==> config.mk <==
export PLATFORM = sky130hd
export DESIGN_NAME = wroc_div_cell
export DESIGN_NICKNAME = d
export VERILOG_FILES = /design/src/hdl/wroc_pkg.sv /design/src/hdl/wroc_div_cell.sv
export SDC_FILE = /design/constraint.sdc
export NUM_CORES = 1
export LEC_CHECK = 0
export ABC_AREA = 1
export BUFFER_PORTS_ARGS = -buffer_cell sky130_fd_sc_hd__buf_2
export CAP_MARGIN = 15
export CORE_AREA = 5 5 179 147
export CTS_BUF_LIST = sky130_fd_sc_hd__clkbuf_16
export CTS_CLUSTER_SIZE = 8
export DETAILED_ROUTE_END_ITERATION = 7
export DIE_AREA = 0 0 184 152
export HOLD_SLACK_MARGIN = 0.02
export PLACE_DENSITY_LB_ADDON = 0.15
export SKIP_LAST_GASP = 1
export SYNTH_ARGS = -nofsm -noshare
export SYNTH_HDL_FRONTEND = slang
export SYNTH_SLANG_ARGS = --single-unit
==> constraint.sdc <==
create_clock -name clk -period 2.05 [get_ports clk]
set_clock_uncertainty 0.05 [all_clocks]
set_input_delay 0.3075 -clock clk [delete_from_list [all_inputs] [get_ports clk]]
set_output_delay 0.3075 -clock clk [all_outputs]
set_load 0.005 [all_outputs]
==> src/hdl/wroc_pkg.sv <==
package wroc_pkg;

  localparam int SqrtSteps = 32;
  localparam int DivSteps  = 64;

  localparam logic [4:0] AddrRadius  = 5'd0;
  localparam logic [4:0] AddrSpacing = 5'd4;
  localparam logic [4:0] AddrAxis    = 5'd8;
  localparam logic [4:0] AddrSide    = 5'd12;
  localparam logic [4:0] AddrTilt    = 5'd16;

  typedef struct packed {
    logic [63:0] rad;
    logic [35:0] rem;
    logic [31:0] root;
  } sq_t;

  typedef struct packed {
    logic [63:0] num;
    logic [36:0] rem;
    logic [63:0] quo;
    logic [36:0] den;
  } dv_t;

endpackage

==> src/hdl/wroc_div_cell.sv <==
module wroc_div_cell (
  input  logic           clk,
  input  logic           en,
  input  wroc_pkg::dv_t  d,
  output wroc_pkg::dv_t  q
);

  wroc_pkg::dv_t nxt;
  logic [37:0] r2;
  logic [37:0] diff;

  always_comb begin
    r2 = {d.rem, d.num[63]};
    diff = r2 - {1'b0, d.den};
    nxt.num = {d.num[62:0], 1'b0};
    nxt.den = d.den;
    if (r2 >= {1'b0, d.den}) begin
      nxt.rem = diff[36:0];
      nxt.quo = {d.quo[62:0], 1'b1};
    end else begin
      nxt.rem = r2[36:0];
      nxt.quo = {d.quo[62:0], 1'b0};
    end
  end

  always_ff @(posedge clk) begin
    if (en) q <= nxt;
  end

endmodule

**Word level (Yosys, flattened, before mapping)**

Cells that the tools add are included.

- Order comparisons: 1
- Muxes and demuxes: 1
- $add $sub $neg: 1

Operators with widths:

| cell | count |
|---|---|
| $mux 101 | 1 |
| $ge 38x37->1 | 1 |
| $sub 37x37->37 | 1 |

- Output and inout port bits: 202
- Flip-flop bits (word level): 201
- Logic and storage cells: 7
- Input port bits: 204

**Depth between registers and ports, before layout**

Gate-level depths: netlist of the first run.

- Word-level depth: 2
- Gate-level depth with buffers: 16
- Mapped depth without buffers: 15

**Worst setup path before layout of the first run**

OpenSTA, ideal clock, no wires.

- Path type: input to register
- Start point: in d[201] (netlist bit)
- End point: reg q[127] (netlist bit) (data pin)
- Data arrival time: 1835 ps
- Data required time: 1870 ps
- Setup slack: 35 ps
- Stages: 14
- Setup time: 130 ps
- Path buffers: 1
- Cell sequence: inv_1 -> ha_1 -> inv_1 -> fa_1 -> nand2_1 -> nand3_2 -> nand2_1 -> nand3_2 -> nand2_1 -> nand2_2 -> nand2_4 -> buf_6 -> nand3_1 -> nand2_1

RTL lines:

| item | line | source |
|---|---|---|
| start: declaration | wroc_div_cell.sv:4 | `input wroc_pkg::dv_t d,` |
| end signal: assignment | wroc_div_cell.sv:27 | `if (en) q <= nxt;` |
| end: declaration | wroc_div_cell.sv:5 | `output wroc_pkg::dv_t q` |

==> results_dict.tcl, run 1 <==
set metrics [dict create \
    outcome "finished clean" \
    drcViolationCount 0 \
    post-route-period-util 0.890 \
    top_regs "q: 201 flops" \
    cts_buffers 29 \
    final_max_slew_viol_count 0 \
    path_cells "buf_2 -> inv_1 -> ha_1 -> nand2_1 -> inv_1 -> a21oi_1 -> nand2_1 -> buf_4 -> nor2_1 -> nand2_2 -> nand2_4 -> buf_12 -> nand3_1 -> nand2_1" \
    fp.dieArea_um2 28000 \
    io_buffers 403 \
    syn2layout_area_growth_pct 64.0 \
    nNetsFinal 1925 \
    vias_per_cell 4.58 \
    power.leakage_nw 7.71 \
    ant_nets 0 \
    slowest_delay_ps 320 \
    cts.htree.levels 1 \
    grt_pass1_vias 9440 \
    largest_reg_flops 201 \
    min_period_ps 1820 \
    fmax_ghz 0.548 \
    cts.clk_slew.worst_paths_ps 50 \
    synth_nets 1176 \
    clock_sinks 201 \
    synth_area_leaders "edfxtp_1, nand2_1, inv_1" \
    ys_seq_elements 201 \
    p_per_area_nw_per_um2 745 \
    holdBufCountCts 185 \
    endpoint_kind "flop" \
    yosys.area.top_type_share 0.631 \
    async_flop_share 0 \
    peakVddDrop_v 0.000554 \
    wire_per_inst_um 17.4 \
    finalPower_mw 11.7 \
    pre_cts_ws_ps -317 \
    syn-cell-area_um2 9570 \
    setup_viol 0 \
    overflow 0 \
    required_ps 2430 \
    hold_viol 0 \
    die_w_um 184 \
    path_buf_inv 5 \
    wl_met3_mm 2.56 \
    start_kind "primary input" \
    first_pass_iters 5 \
    finalSetupTns_ps 0 \
    place_area_um2 13100 \
    clockBufferDepth 3 \
    rows 52 \
    yosysSeqAreaShare 0.631 \
    crit_fanout 17 \
    wl_met2_mm 16.9 \
    maxCapViolCount 0 \
    synth-edff-count 201 \
    final_layout_size_suffix_gt1_frac 0.356 \
    hp-start "d[115]" \
    rsz0062_at_grt "no" \
    synthDistinctLibCells 32 \
    crit_path_frequent_cell "nand2_1" \
    grt_pass1_wl_mm 52.6 \
    avgSynthCellArea_um2 10.2 \
    yosysWarnings 0 \
    vias 9204 \
    cts_tree "done" \
    ios 406 \
    yosys.area.top_type "edfxtp_1" \
    die_y_um 152 \
    critPathKind "in -> reg" \
    floorplan.initialDensity 0.389 \
    cts_resized 0 \
    core_area_um2 24600 \
    crit_family "simple AND/OR/NAND/NOR gates" \
    syn_inst 934 \
    grt_max_degree 64 \
    dpl.hpwl_mm 25.9 \
    highest_layer "met5" \
    wl_met1_mm 14.5 \
    timing.final.ws_setup_ps 226 \
    arrival_ps 2210 \
    top_register "q" \
    drt-total-wl_mm 34.9 \
    post-route-cell-area_um2 15700 \
    cts-root-buf "clkbuf_16" \
    post_cts_buffers 0 \
    hp-class "in -> reg" \
    grt_antenna_before_repair 4 \
    cpMaxStageDelayCell "ha_1" \
    grt_usage 0.238 \
    fillers 2071 \
    synth_ff_type "edfxtp_1" \
    drt_iter0_markers 555 \
    gp_congestion 0.951 \
    crit_start "d[29]" \
]
## placed cells by master, fill, tap and decap left out, drive strengths merged, types with 4 or more instances in the layout
| cell type | synthesis | layout |
|---|---|---|
| nand3b | 9 | 9 |
| o21ai | 6 | 6 |
| xor2 | 18 | 18 |
| ha | 37 | 37 |
| buf | 11 | 543 |
| edfxtp | 201 | 201 |
| dlygate4sd3 | 0 | 185 |
| nand3 | 83 | 83 |
| clkbuf | 0 | 30 |
| nand4 | 4 | 4 |
| o21bai | 6 | 6 |
| nor3 | 8 | 8 |
| inv | 148 | 150 |
| a21oi | 27 | 27 |
| nand2 | 297 | 297 |
| nor2 | 72 | 72 |
## final cells by class
type / instances / area [um2] / area share
diodes: 2 / 5.00 / 0.000319
clock buffers: 29 / 726 / 0.0462
clock inverters: 3 / 32.5 / 0.00207
inverters: 149 / 559 / 0.0356
multi-input cells: 573 / 2890 / 0.184
flip-flops and latches: 201 / 6040 / 0.384
well taps: 324 / 405 / 0.0258
repair buffers: 729 / 5050 / 0.322
## path summary, 6_finish.rpt
check / slack [ps] / to / cells after the start
worst min-delay path: 40 / q[116] / 3
worst max-delay path: 230 / q[130] / 14
## cells by family (layout without fill, tap and decap cells)
kind of cell / Yosys count / in the layout / synth area share
buffers and inverters: 160 / 910 / 0.0677
AOI/OAI and AO/OA: 42 / 42 / 0.0247
DFF: 201 / 201 / 0.631
adders and majority gates: 38 / 38 / 0.0505
and+or+nand+nor: 473 / 473 / 0.209
other: 1 / 3 / 0.000392
xor gates and xnor gates: 19 / 19 / 0.0174
## power by group
group / leakage (nW) / switching, mW / internal (mW) / total, mW
logic: 5.37 / 1.24 / 1.23 / 2.47
registers: 1.97 / 0.0950 / 4.99 / 5.08
clock network: 0.377 / 1.68 / 2.48 / 4.15
total: 7.71 / 3.01 / 8.69 / 11.7
## metal layers
layer  track usage  up-vias
li1              -     4553
met1         0.299     4288
met2         0.412      299
met3        0.0566       60
met4        0.0655        4
met5             0        -
## stage by stage
| stage | util | hold WS [ps] | cells |
|---|---|---|---|
| floorplan | - | 356 | 934 |
| global placement | 0.532 | 434 | 1791 |
| detailed placement | 0.532 | 436 | 1791 |
| CTS | 0.638 | 23.7 | 2008 |
| global route | 0.638 | 62.2 | 2010 |
| finish | 0.638 | 39.8 | 2010 |
## Yosys cell counts, types with 7 or more instances
cell type and number:
a21oi_1 26, edfxtp_1 201, ha_1 37, inv_1 143, nand2_1 291, nand3_1 81
nand3b_1 9, nor2_1 64, nor2_2 7, nor3_1 7, xor2_1 18
No activity file was read; power rests on OpenSTA's default activity.
==> run 2: changes to the inputs <==
--- a/config.mk
+++ b/config.mk
@@ -14,7 +14,7 @@
 export DETAILED_ROUTE_END_ITERATION = 7
 export DIE_AREA = 0 0 184 152
 export HOLD_SLACK_MARGIN = 0.02
-export PLACE_DENSITY_LB_ADDON = 0.15
+export PLACE_DENSITY = 0.78
 export SKIP_LAST_GASP = 1
 export SYNTH_ARGS = -nofsm -noshare
 export SYNTH_HDL_FRONTEND = slang
==> results_dict.tcl, run 2 (synthesized netlist as in run 1, its figures left out) <==
set metrics [dict create \
    outcome "finished clean" \
    p_sw_frac 0.261 \
    required_ps 2420 \
    die_w_um 184 \
    worst_pin_slew_ps 485 \
    ant_nets 0 \
    setup_viol 0 \
    top_regs "q: 201 flops" \
    overflow 0 \
    vias 9542 \
    clock_sinks 201 \
    top_register "q" \
    critPathKind "in -> reg" \
    gp_congestion 0.955 \
    core_area_um2 24600 \
    power.leakage_nw 7.68 \
    drt_iter0_markers 730 \
    ios 406 \
    clockBufferDepth 3 \
    final_common_cell "buf_2" \
    grt_antenna_before_repair 7 \
    rows 52 \
    start_kind "primary input" \
    relSlewSlack 0.673 \
    power_frac_seq 0.434 \
    first_pass_iters 6 \
    maxCapViolCount 0 \
    drt-total-wl_mm 37.9 \
    final_cell_mix "buf_2, nand2_1, edfxtp_1" \
    syn2layout_area_growth_pct 63.2 \
    wire_per_inst_um 18.9 \
    hold_ws_ps 47.2 \
    vias_per_cell 4.75 \
    post_cts_buffers 0 \
    final_max_slew_viol_count 0 \
    numPlacedInstances 1790 \
    cts.clk_slew.worst_paths_ps 50 \
    p_per_area_nw_per_um2 751 \
    largest_reg_flops 201 \
    grt_max_degree 45 \
    hold_viol 0 \
    fmax_ghz 0.536 \
    grt_usage 0.259 \
    min_period_ps 1870 \
    switchingPower_mw 3.06 \
    arrival_ps 2240 \
    p_clk_frac 0.355 \
    drcViolationCount 0 \
    floorplan.initialDensity 0.389 \
    layout.cells.non_filler 2009 \
    post-route-period-util 0.911 \
    endpoint_kind "flop" \
    die_y_um 152 \
    cts_tree "done" \
    final_layout_size_suffix_gt1_frac 0.356 \
    cts_buffers 29 \
    crit_fanout 14 \
    power.share.combinational 0.211 \
    peakVddDrop_v 0.000692 \
    dpl.hpwl_mm 27.6 \
    fp.dieArea_um2 28000 \
    hp-class "in -> reg" \
    rsz0062_at_grt "no" \
    nNetsFinal 1919 \
    finalSetupTns_ps 0 \
    p_int_mw 8.66 \
    cts-root-buf "clkbuf_16" \
    io_buffers 403 \
    grt_pass1_vias 9937 \
    cts.htree.levels 1 \
    grt_pass1_wl_mm 56.4 \
]
[run 2: final timing paths]
kind | startpoint | depth (start not counted) | endpoint | slack [ps]
setup / recovery | d[201] | 15 | q[122] | 180
hold / removal | d[118] | 3 | q[119] | 50
[run 2: power by group through the flow]
stage / clock network [mW] / registers [mW] / logic (mW)
finish: 4.16 / 5.09 / 2.47
detailed placement: 0 / 5.16 / 2.16
global route: 4.44 / 5.12 / 2.70
CTS: 4.23 / 5.09 / 2.45
global placement: 0 / 5.14 / 2.12
floorplan: 0 / 5.21 / 0.800
[run 2: final cells by class]
type	count	area, um2
repair buffers	723	4950
multi-input cells	573	2890
clock inverters	6	38.8
flip-flops and latches	201	6040
well taps	324	405
clock buffers	29	726
diodes	4	10.0
inverters	149	559
fillers	1998	8970
[run 2: stage by stage]
step	cell area [um2]	util	power (mW)	setup WS, ps
2_1_floorplan	9570	-	6.01	35.0
3_3_place_gp	13000	0.530	7.26	-368
3_5_place_dp	13000	0.530	7.32	-397
4_1_cts	15600	0.635	11.8	184
5_1_grt	15600	0.635	12.3	31.1
6_report	15600	0.635	11.7	183
[run 2: worst max-delay path, cell delays in order]
cell	delay, ps
buf_2	100
inv_1	60
ha_1	150
inv_1	60
fa_1	430
nand2_1	110
nand3_2	100
nand2_1	100
nand3_2	70
nand2_1	160
nand2_2	110
nand2_4	120
buf_12	160
nand3_1	80
nand2_1	90
[run 2: layer usage]
layer,track usage,vias up,part of all wire
li1,-,4545,-
met1,0.316,4462,0.39
met2,0.436,415,0.48
met3,0.0624,114,0.073
met4,0.118,6,0.053
met5,0,-,0.0010
[run 2: timing repair]
| action | 4_1_cts | 5_1_grt |
|---|---|---|
| endpoints found under the hold margin | 180 | 0 |
| endpoints found under the setup margin | 0 | 1 |
| hold buffers | 180 | 0 |
| resized for setup | 0 | 1 |
