==> src/hdl/wroc_pkg.sv <==
package wroc_pkg;

  localparam int SqrtSteps = 32;
  localparam int DivSteps  = 64;

  localparam logic [4:0] AddrRadius  = 5'd0;
  localparam logic [4:0] AddrSpacing = 5'd4;
  localparam logic [4:0] AddrAxis    = 5'd8;
  localparam logic [4:0] AddrSide    = 5'd12;
  localparam logic [4:0] AddrTilt    = 5'd16;

  typedef struct packed {
    logic [63:0] rad;
    logic [35:0] rem;
    logic [31:0] root;
  } sq_t;

  typedef struct packed {
    logic [63:0] num;
    logic [36:0] rem;
    logic [63:0] quo;
    logic [36:0] den;
  } dv_t;

endpackage

==> src/hdl/wroc_sqrt_cell.sv <==
module wroc_sqrt_cell (
  input  logic           clk,
  input  logic           en,
  input  wroc_pkg::sq_t  d,
  output wroc_pkg::sq_t  q
);

  wroc_pkg::sq_t nxt;
  logic [35:0] r2;
  logic [35:0] trial;

  always_comb begin
    r2 = {d.rem[33:0], d.rad[63:62]};
    trial = {2'b00, d.root, 2'b01};
    nxt.rad = {d.rad[61:0], 2'b00};
    if (r2 >= trial) begin
      nxt.rem = r2 - trial;
      nxt.root = {d.root[30:0], 1'b1};
    end else begin
      nxt.rem = r2;
      nxt.root = {d.root[30:0], 1'b0};
    end
  end

  always_ff @(posedge clk) begin
    if (en) q <= nxt;
  end

endmodule

==> config.mk <==
export PLATFORM = sky130hd
export DESIGN_NAME = wroc_sqrt_cell
export DESIGN_NICKNAME = d
export VERILOG_FILES = /design/src/hdl/wroc_pkg.sv /design/src/hdl/wroc_sqrt_cell.sv
export SDC_FILE = /design/constraint.sdc
export NUM_CORES = 1
export LEC_CHECK = 0
export BUFFER_PORTS_ARGS = -buffer_cell sky130_fd_sc_hd__buf_2
export CAP_MARGIN = 10
export CELL_PAD_IN_SITES_DETAIL_PLACEMENT = 1
export CELL_PAD_IN_SITES_GLOBAL_PLACEMENT = 1
export CORE_UTILIZATION = 40
export CTS_CLUSTER_DIAMETER = 100
export DETAILED_ROUTE_END_ITERATION = 16
export HOLD_SLACK_MARGIN = 0.1
export MAX_ROUTING_LAYER = met4
export PLACE_DENSITY_LB_ADDON = 0.1
export SYNTH_ARGS = -nofsm -noshare
export SYNTH_HDL_FRONTEND = slang
export SYNTH_SLANG_ARGS = --single-unit
==> constraint.sdc <==
create_clock -name clk -period 4.2 [get_ports clk]
set_input_delay 0.42 -clock clk [delete_from_list [all_inputs] [get_ports clk]]
set_output_delay 0.42 -clock clk [all_outputs]
set_load 0.1 [all_outputs]
# After elaboration in Yosys (flattened, before gate mapping)
# Cells that the tools add are included.
[word_totals]
regBits = 130
input_bits = 134
word_cells = 6
[op_classes]
addsub = 1
n_lt_le_gt_ge = 1
mux = 1
[op_table]
columns = ["cell", "count"]
rows = [
  ["68-bit two-way mux", 1],
  ["36-bit by 34-bit greater-or-equal comparator with 1-bit output", 1],
  ["36-bit by 34-bit subtractor with 36-bit output", 1],
]

# Longest topological paths before layout
# Gate-level depths: netlist of run 1.
[logic_depth]
ltp_word = 2
depth_mapped = 12
ltp_nobuf = 10

# Least setup slack after synthesis of run 1
# Ideal clock, no wire load.
[synth_timing]
path_kind = "input-to-reg"
startpoint = "in d[18] (netlist bit)"
endpoint = "reg q[40] (netlist bit) (data pin)"
setup_ns = 0.260
arrival_ns = 2.341
setup_slack_ns = 1.599
path_stages = 11
n_path_buf = 2
cell_sequence = "inv_1 ha_1 buf_2 nand4_1 nor4_4 nand2_1 nor3_2 nor3b_2 a21oi_4 buf_6 mux2_4"
[synth_lines]
columns = ["element", "line_no", "text"]
rows = [
  ["start: declaration", "wroc_sqrt_cell.sv:4", "input wroc_pkg::sq_t d,"],
  ["end signal: assignment", "wroc_sqrt_cell.sv:26", "if (en) q <= nxt;"],
  ["end: declaration", "wroc_sqrt_cell.sv:5", "output wroc_pkg::sq_t q"],
]

==> impl_metrics.env, run 1 <==
export IMPL_layout_min_cycle_time_ps=2930
export IMPL_p_per_area_mw_per_mm2=554
export IMPL_cts_tree="done"
export IMPL_synth_ff_type="edfxtp_1"
export IMPL_multiInputGateArea_mm2=0.00241
export IMPL_drt_pass1_iter_count=4
export IMPL_reg_top3="q (130)"
export IMPL_wirelength_mm=19.0
export IMPL_synthArstFlopShare_pct=0
export IMPL_ys_seq_area_share_pct=59.2
export IMPL_ir_worst_vdd_mv=0.287
export IMPL_arrival_ps=3200
export IMPL_worst_path_buf_inv=4
export IMPL_cts_hold_buf=0
export IMPL_htreeDepth=4
export IMPL_largest_register="q"
export IMPL_antenna_found_initial=2
export IMPL_gp_congestion=0.793
export IMPL_die_x_um=130
export IMPL_seqCellArea_mm2=0.00390
export IMPL_fin_nets=959
export IMPL_worst_slack_ps=1270
export IMPL_synth_avg_cell_area_um2=12.5
export IMPL_via_count=5122
export IMPL_final_cells=1022
export IMPL_ant_nets=0
export IMPL_clock_sinks=130
export IMPL_die_h_um=130
export IMPL_ys_warn_count=0
export IMPL_ctsResizeCount=0
export IMPL_cts_setup_buffers=0
export IMPL_place_ws_ps=820
export IMPL_postLayoutCoreUtil_pct=54.3
export IMPL_die_area_mm2=0.0170
export IMPL_syn2layout_area_growth_pct=31.8
export IMPL_synth_area_mm2=0.00659
export IMPL_synth_compound_gate_area_share_pct=13.4
export IMPL_start_util_pct=41.2
export IMPL_slowest_stage="ha_1"
export IMPL_cp_cell_sequence="buf_2 > inv_1 > ha_1 > nand4_1 > nor4_4 > o2111ai_2 > and2_4 > a21oi_4 > buf_4 > buf_4 > nor2_1 > a21oi_2"
export IMPL_grt_overflow=0
export IMPL_final_hold_violation_count=0
export IMPL_slowest_delay_ps=450
export IMPL_grt_max_degree=107
export IMPL_layout_drive_gt1_share_pct=41.4
export IMPL_num_rows=46
export IMPL_synth_fa_ha_area_share_pct=6.45
export IMPL_synth_cell_types=65
export IMPL_synthXorXnorAreaFrac_pct=4.50
export IMPL_muxShareOfSynthArea_pct=2.11
export IMPL_vias_per_cell=5.01
export IMPL_hpwl_mm=14.5
export IMPL_clockRootBuffer="clkbuf_16"
export IMPL_crit_type="in2reg"
export IMPL_numCtsBuffers=17
export IMPL_dp_cells=988
export IMPL_synth_top_family_by_area="compound AO/OA/AOI/OAI gates"
export IMPL_start_kind="primary input"
export IMPL_core_area_mm2=0.0160
export IMPL_synthSimpleGateAreaFrac_pct=10.0
export IMPL_slew_limit_headroom_pct=35.0
export IMPL_wl_per_cell_um=18.6
export IMPL_min_path_type="in2reg"
export IMPL_track_usage_pct=22.5
export IMPL_cp_max_fo=17
export IMPL_io_buffers=261
export IMPL_p_leak_nw=3.80
export IMPL_synth_seq_cells=130
export IMPL_grt_pass1_wl_mm=27.6
export IMPL_largest_reg_flops=130
export IMPL_grt_setup_unrepaired="no"
export IMPL_synth_edf_count=130
export IMPL_crit_required_ps=4470
export IMPL_fmax_ghz=0.341
export IMPL_path_common_cell="buf_4"
export IMPL_syn_inst=529
export IMPL_status="complete, no violations"
export IMPL_path_delay_family="simple AND/OR/NAND/NOR gates"
export IMPL_drv_cap=0
export IMPL_clk_path_buf_depth=2
export IMPL_final_max_slew_viol_count=0
export IMPL_ios=266
export IMPL_setup_violations=0
export IMPL_drtIter0Drc=152
export IMPL_fill_cells=1804
export IMPL_drc=0
export IMPL_finalCritPeriodShare_pct=69.8
export IMPL_tightest_slew_ps=975
export IMPL_clk_pin_slew_worst_paths_ps=60
export IMPL_first_global_vias=5183
export IMPL_crit_path_end_kind="flop"
export IMPL_fin_setup_tns_ps=0
==> where the power goes <==
group / leakage, nW / switching [mW] / internal, mW
combinational: 2.24 / 1.35 / 0.325
sequential: 1.27 / 0.0319 / 1.60
clock: 0.287 / 0.617 / 0.892
total: 3.80 / 2.00 / 2.81
==> per-stage QoR <==
stage | total power, mW | hold WS, ps | area (um^2)
2_1_floorplan | 3.01 | 519 | 6600
4_1_cts | 4.85 | 159 | 8690
3_3_place_gp | 3.31 | 597 | 8090
6_report | 4.81 | 176 | 8690
5_1_grt | 4.97 | 160 | 8690
3_5_place_dp | 3.33 | 598 | 8090
==> cell usage after synthesis (all sizes together) (10+ instances only) <==
library cell  number  area, um^2
xnor2             19         174
a21oi             60         345
nor2              40         150
mux2              10         139
nor3              10        60.1
ha                34         425
inv               39         146
xor2              14         123
o21ai             26         130
edfxtp           130        3900
buf               19         121
nand4             11        75.1
nand2             32         123
==> cells by family after synthesis <==
family | Yosys count
and+or+nand+nor | 126
AOI/OAI and AO/OA | 133
DFF | 130
xor gates and xnor gates | 33
buffers and inverters | 62
other | 1
adders and majority gates | 34
muxes | 10
==> path summary, 6_finish.rpt <==
path                    from     end  slack, ps  cells after the start
worst max-delay path   d[24]   q[57]       1270                     12
worst min-delay path  d[123]  q[125]        180                      1
==> final cells by class <==
class	count	area share, %
timing repair buffer	265	15.6
sequential	130	44.9
inverter	39	1.68
multi-input combinational	338	27.7
tap	216	3.11
clock inverter	15	2.03
antenna	2	0.0576
clock buffer	17	4.89
==> cells in the final DEF, fill, tap and decap left out, drive strengths merged, types with 3 or more instances in the layout <==
master / instances
a31oi: 3
nand4: 11
nor3: 10
nor2b: 4
o211ai: 5
and3: 4
nand2: 32
ha: 34
nand3: 9
o2111ai: 3
o21bai: 6
clkinv: 6
nand2b: 5
o21a: 6
xnor2: 19
and2: 3
o21ai: 26
inv: 44
a21oi: 60
buf: 265
mux2: 10
xor2: 14
edfxtp: 130
a21o: 7
nor2: 40
clkbuf: 17
==> layer usage <==
metal | track usage [%] | vias up | wire length [um]
met5 | - | - | 0
met4 | 6.49 | 0 | 144
met3 | 5.94 | 15 | 1220
met2 | 41.1 | 153 | 10200
li1 | - | 2484 | -
met1 | 24.0 | 2470 | 7400
Note: power is estimated with default switching activity, not from simulation.
==> run 2, diff against run 1 <==
Settings changed: CORE_UTILIZATION 40 to 38.
Clock period 4.2 ns to 2.7 ns, I/O delays scaled along.
==> run 2 against run 1 <==
Effect of this change:
- worst setup slack worse by 1100 ps
- via count is 17% higher
- total power up 63%
- die area rose by 5.2%
- cell count up 17%
- sequential power is 56% higher
- utilization up 7.0 points
- clock power up 58%
- count of clock-buffer cells in the layout stayed put
- global-route usage increased by 5.4 points
- largest cell class unchanged
==> impl_metrics.env, run 2 (synthesis results as in run 1) <==
export IMPL_status="complete, no violations"
export IMPL_p_leak_nw=4.59
export IMPL_final_max_slew_viol_count=0
export IMPL_final_area_mm2=0.0103
export IMPL_first_global_vias=6584
export IMPL_crit_type="in2reg"
export IMPL_clockRootBuffer="clkbuf_16"
export IMPL_finalCritPeriodShare_pct=94.6
export IMPL_layout_drive_gt1_share_pct=42.8
export IMPL_slew_limit_headroom_pct=64.8
export IMPL_via_count=5969
export IMPL_place_area_mm2=0.00873
export IMPL_cts_tree="done"
export IMPL_global_route_usage_met1_pct=29.1
export IMPL_tightest_slew_ps=532
export IMPL_start_kind="primary input"
export IMPL_grt_setup_unrepaired="no"
export IMPL_cp_max_fo=15
export IMPL_crit_start="d[7]"
export IMPL_arrival_ps=2730
export IMPL_wirelength_mm=23.8
export IMPL_min_path_type="in2reg"
export IMPL_numCtsBuffers=17
export IMPL_drt_pass1_iter_count=4
export IMPL_met2_usage_pct=50.4
export IMPL_min_from="en"
export IMPL_drc=0
export IMPL_crit_required_ps=2870
export IMPL_reg_top3="q (130)"
export IMPL_fmax_ghz=0.392
export IMPL_largest_register="q"
export IMPL_hold_path_depth=1
export IMPL_setup_violations=0
export IMPL_holdPathEnd="q[20]"
export IMPL_final_cells=1198
export IMPL_layout_min_cycle_time_ps=2550
export IMPL_gp_congestion=0.830
export IMPL_syn2layout_area_growth_pct=56.0
export IMPL_grtUsageMet3_pct=5.97
export IMPL_grt_overflow=0
export IMPL_final_common_cell="buf_2"
export IMPL_wl_per_cell_um=19.9
export IMPL_busiest_layer="met2"
export IMPL_place_ws_ps=-114
export IMPL_htreeDepth=4
export IMPL_ir_worst_vdd_mv=0.423
export IMPL_num_rows=47
export IMPL_clk_path_buf_depth=2
export IMPL_ant_nets=0
export IMPL_dp_cells=1072
export IMPL_start_util_pct=39.3
export IMPL_grt_pass1_wl_mm=36.4
export IMPL_grt_max_degree=82
export IMPL_fin_nets=1131
export IMPL_worst_slack_ps=147
export IMPL_final_hold_violation_count=0
export IMPL_die_x_um=134
export IMPL_antenna_found_initial=2
export IMPL_power_mw=7.87
export IMPL_hpwl_mm=15.4
export IMPL_core_area_mm2=0.0168
export IMPL_io_buffers=261
export IMPL_vias_per_cell=4.98
export IMPL_die_area_mm2=0.0179
export IMPL_p_per_area_mw_per_mm2=765
export IMPL_largest_reg_flops=130
export IMPL_ios=266
export IMPL_clock_sinks=130
export IMPL_drtIter0Drc=248
export IMPL_postLayoutCoreUtil_pct=61.4
export IMPL_die_h_um=134
export IMPL_cts_setup_buffers=0
export IMPL_final_cell_mix="260 x buf_2, 130 x edfxtp_1, 92 x dlygate4sd3_1"
export IMPL_track_usage_pct=28.0
export IMPL_clk_pin_slew_worst_paths_ps=60
export IMPL_drv_cap=0
export IMPL_crit_path_end_kind="flop"
## run 2: timing repair
item,in CTS,in global routing
setup endpoints to repair,0,30
hold buffers,92,0
hold endpoints to repair,92,0
resized for setup,0,9
## run 2: how the worst max path moves through the flow
stage | end | slack, ps | cells past startpoint
5_1_grt | q[36] | 50 | 12
6_report | q[36] | 150 | 12
4_1_cts | q[67] | 20 | 11
3_3_place_gp | q[51] | -70 | 12
2_1_floorplan | q[40] | 250 | 11
3_5_place_dp | q[67] | -110 | 11
## run 2: final cells by class
type                    count  area (um^2)
diodes                      2         5.00
fillers                  1821         6470
flip-flops and latches    130         3900
well taps                 220          275
repair buffers            437         2920
clock buffers              17          425
multi-input cells         338         2440
clock inverters            15          173
inverters                  39          146
## run 2: metal layers
layer  routed length [um]  up-vias
li1                     -     2822
met5                    0        -
met3                 1350       53
met1                 9010     2876
met2                12600      218
met4                  881        0
## run 2: worst max-delay path, cell delays in order
cell	delay (ps)
dlygate4sd3_1	520
buf_2	110
inv_1	60
ha_4	290
o211ai_1	90
nor2_1	150
o211a_1	190
o2111ai_2	140
and2_4	180
a21oi_4	190
buf_12	190
mux2_2	340
## run 2: where the power goes
group / switching, mW / leakage [nW] / total [mW] / internal [mW]
clock: 1.00 / 0.291 / 2.39 / 1.39
combinational: 2.20 / 3.02 / 2.93 / 0.733
sequential: 0.0625 / 1.27 / 2.54 / 2.48
total: 3.26 / 4.59 / 7.87 / 4.60
## run 2: per-stage QoR
step,TNS [ps],hold WS [ps]
floorplan,0,369
global placement,-186,447
detailed placement,-756,448
CTS,0,117
global route,0,129
finish,0,139
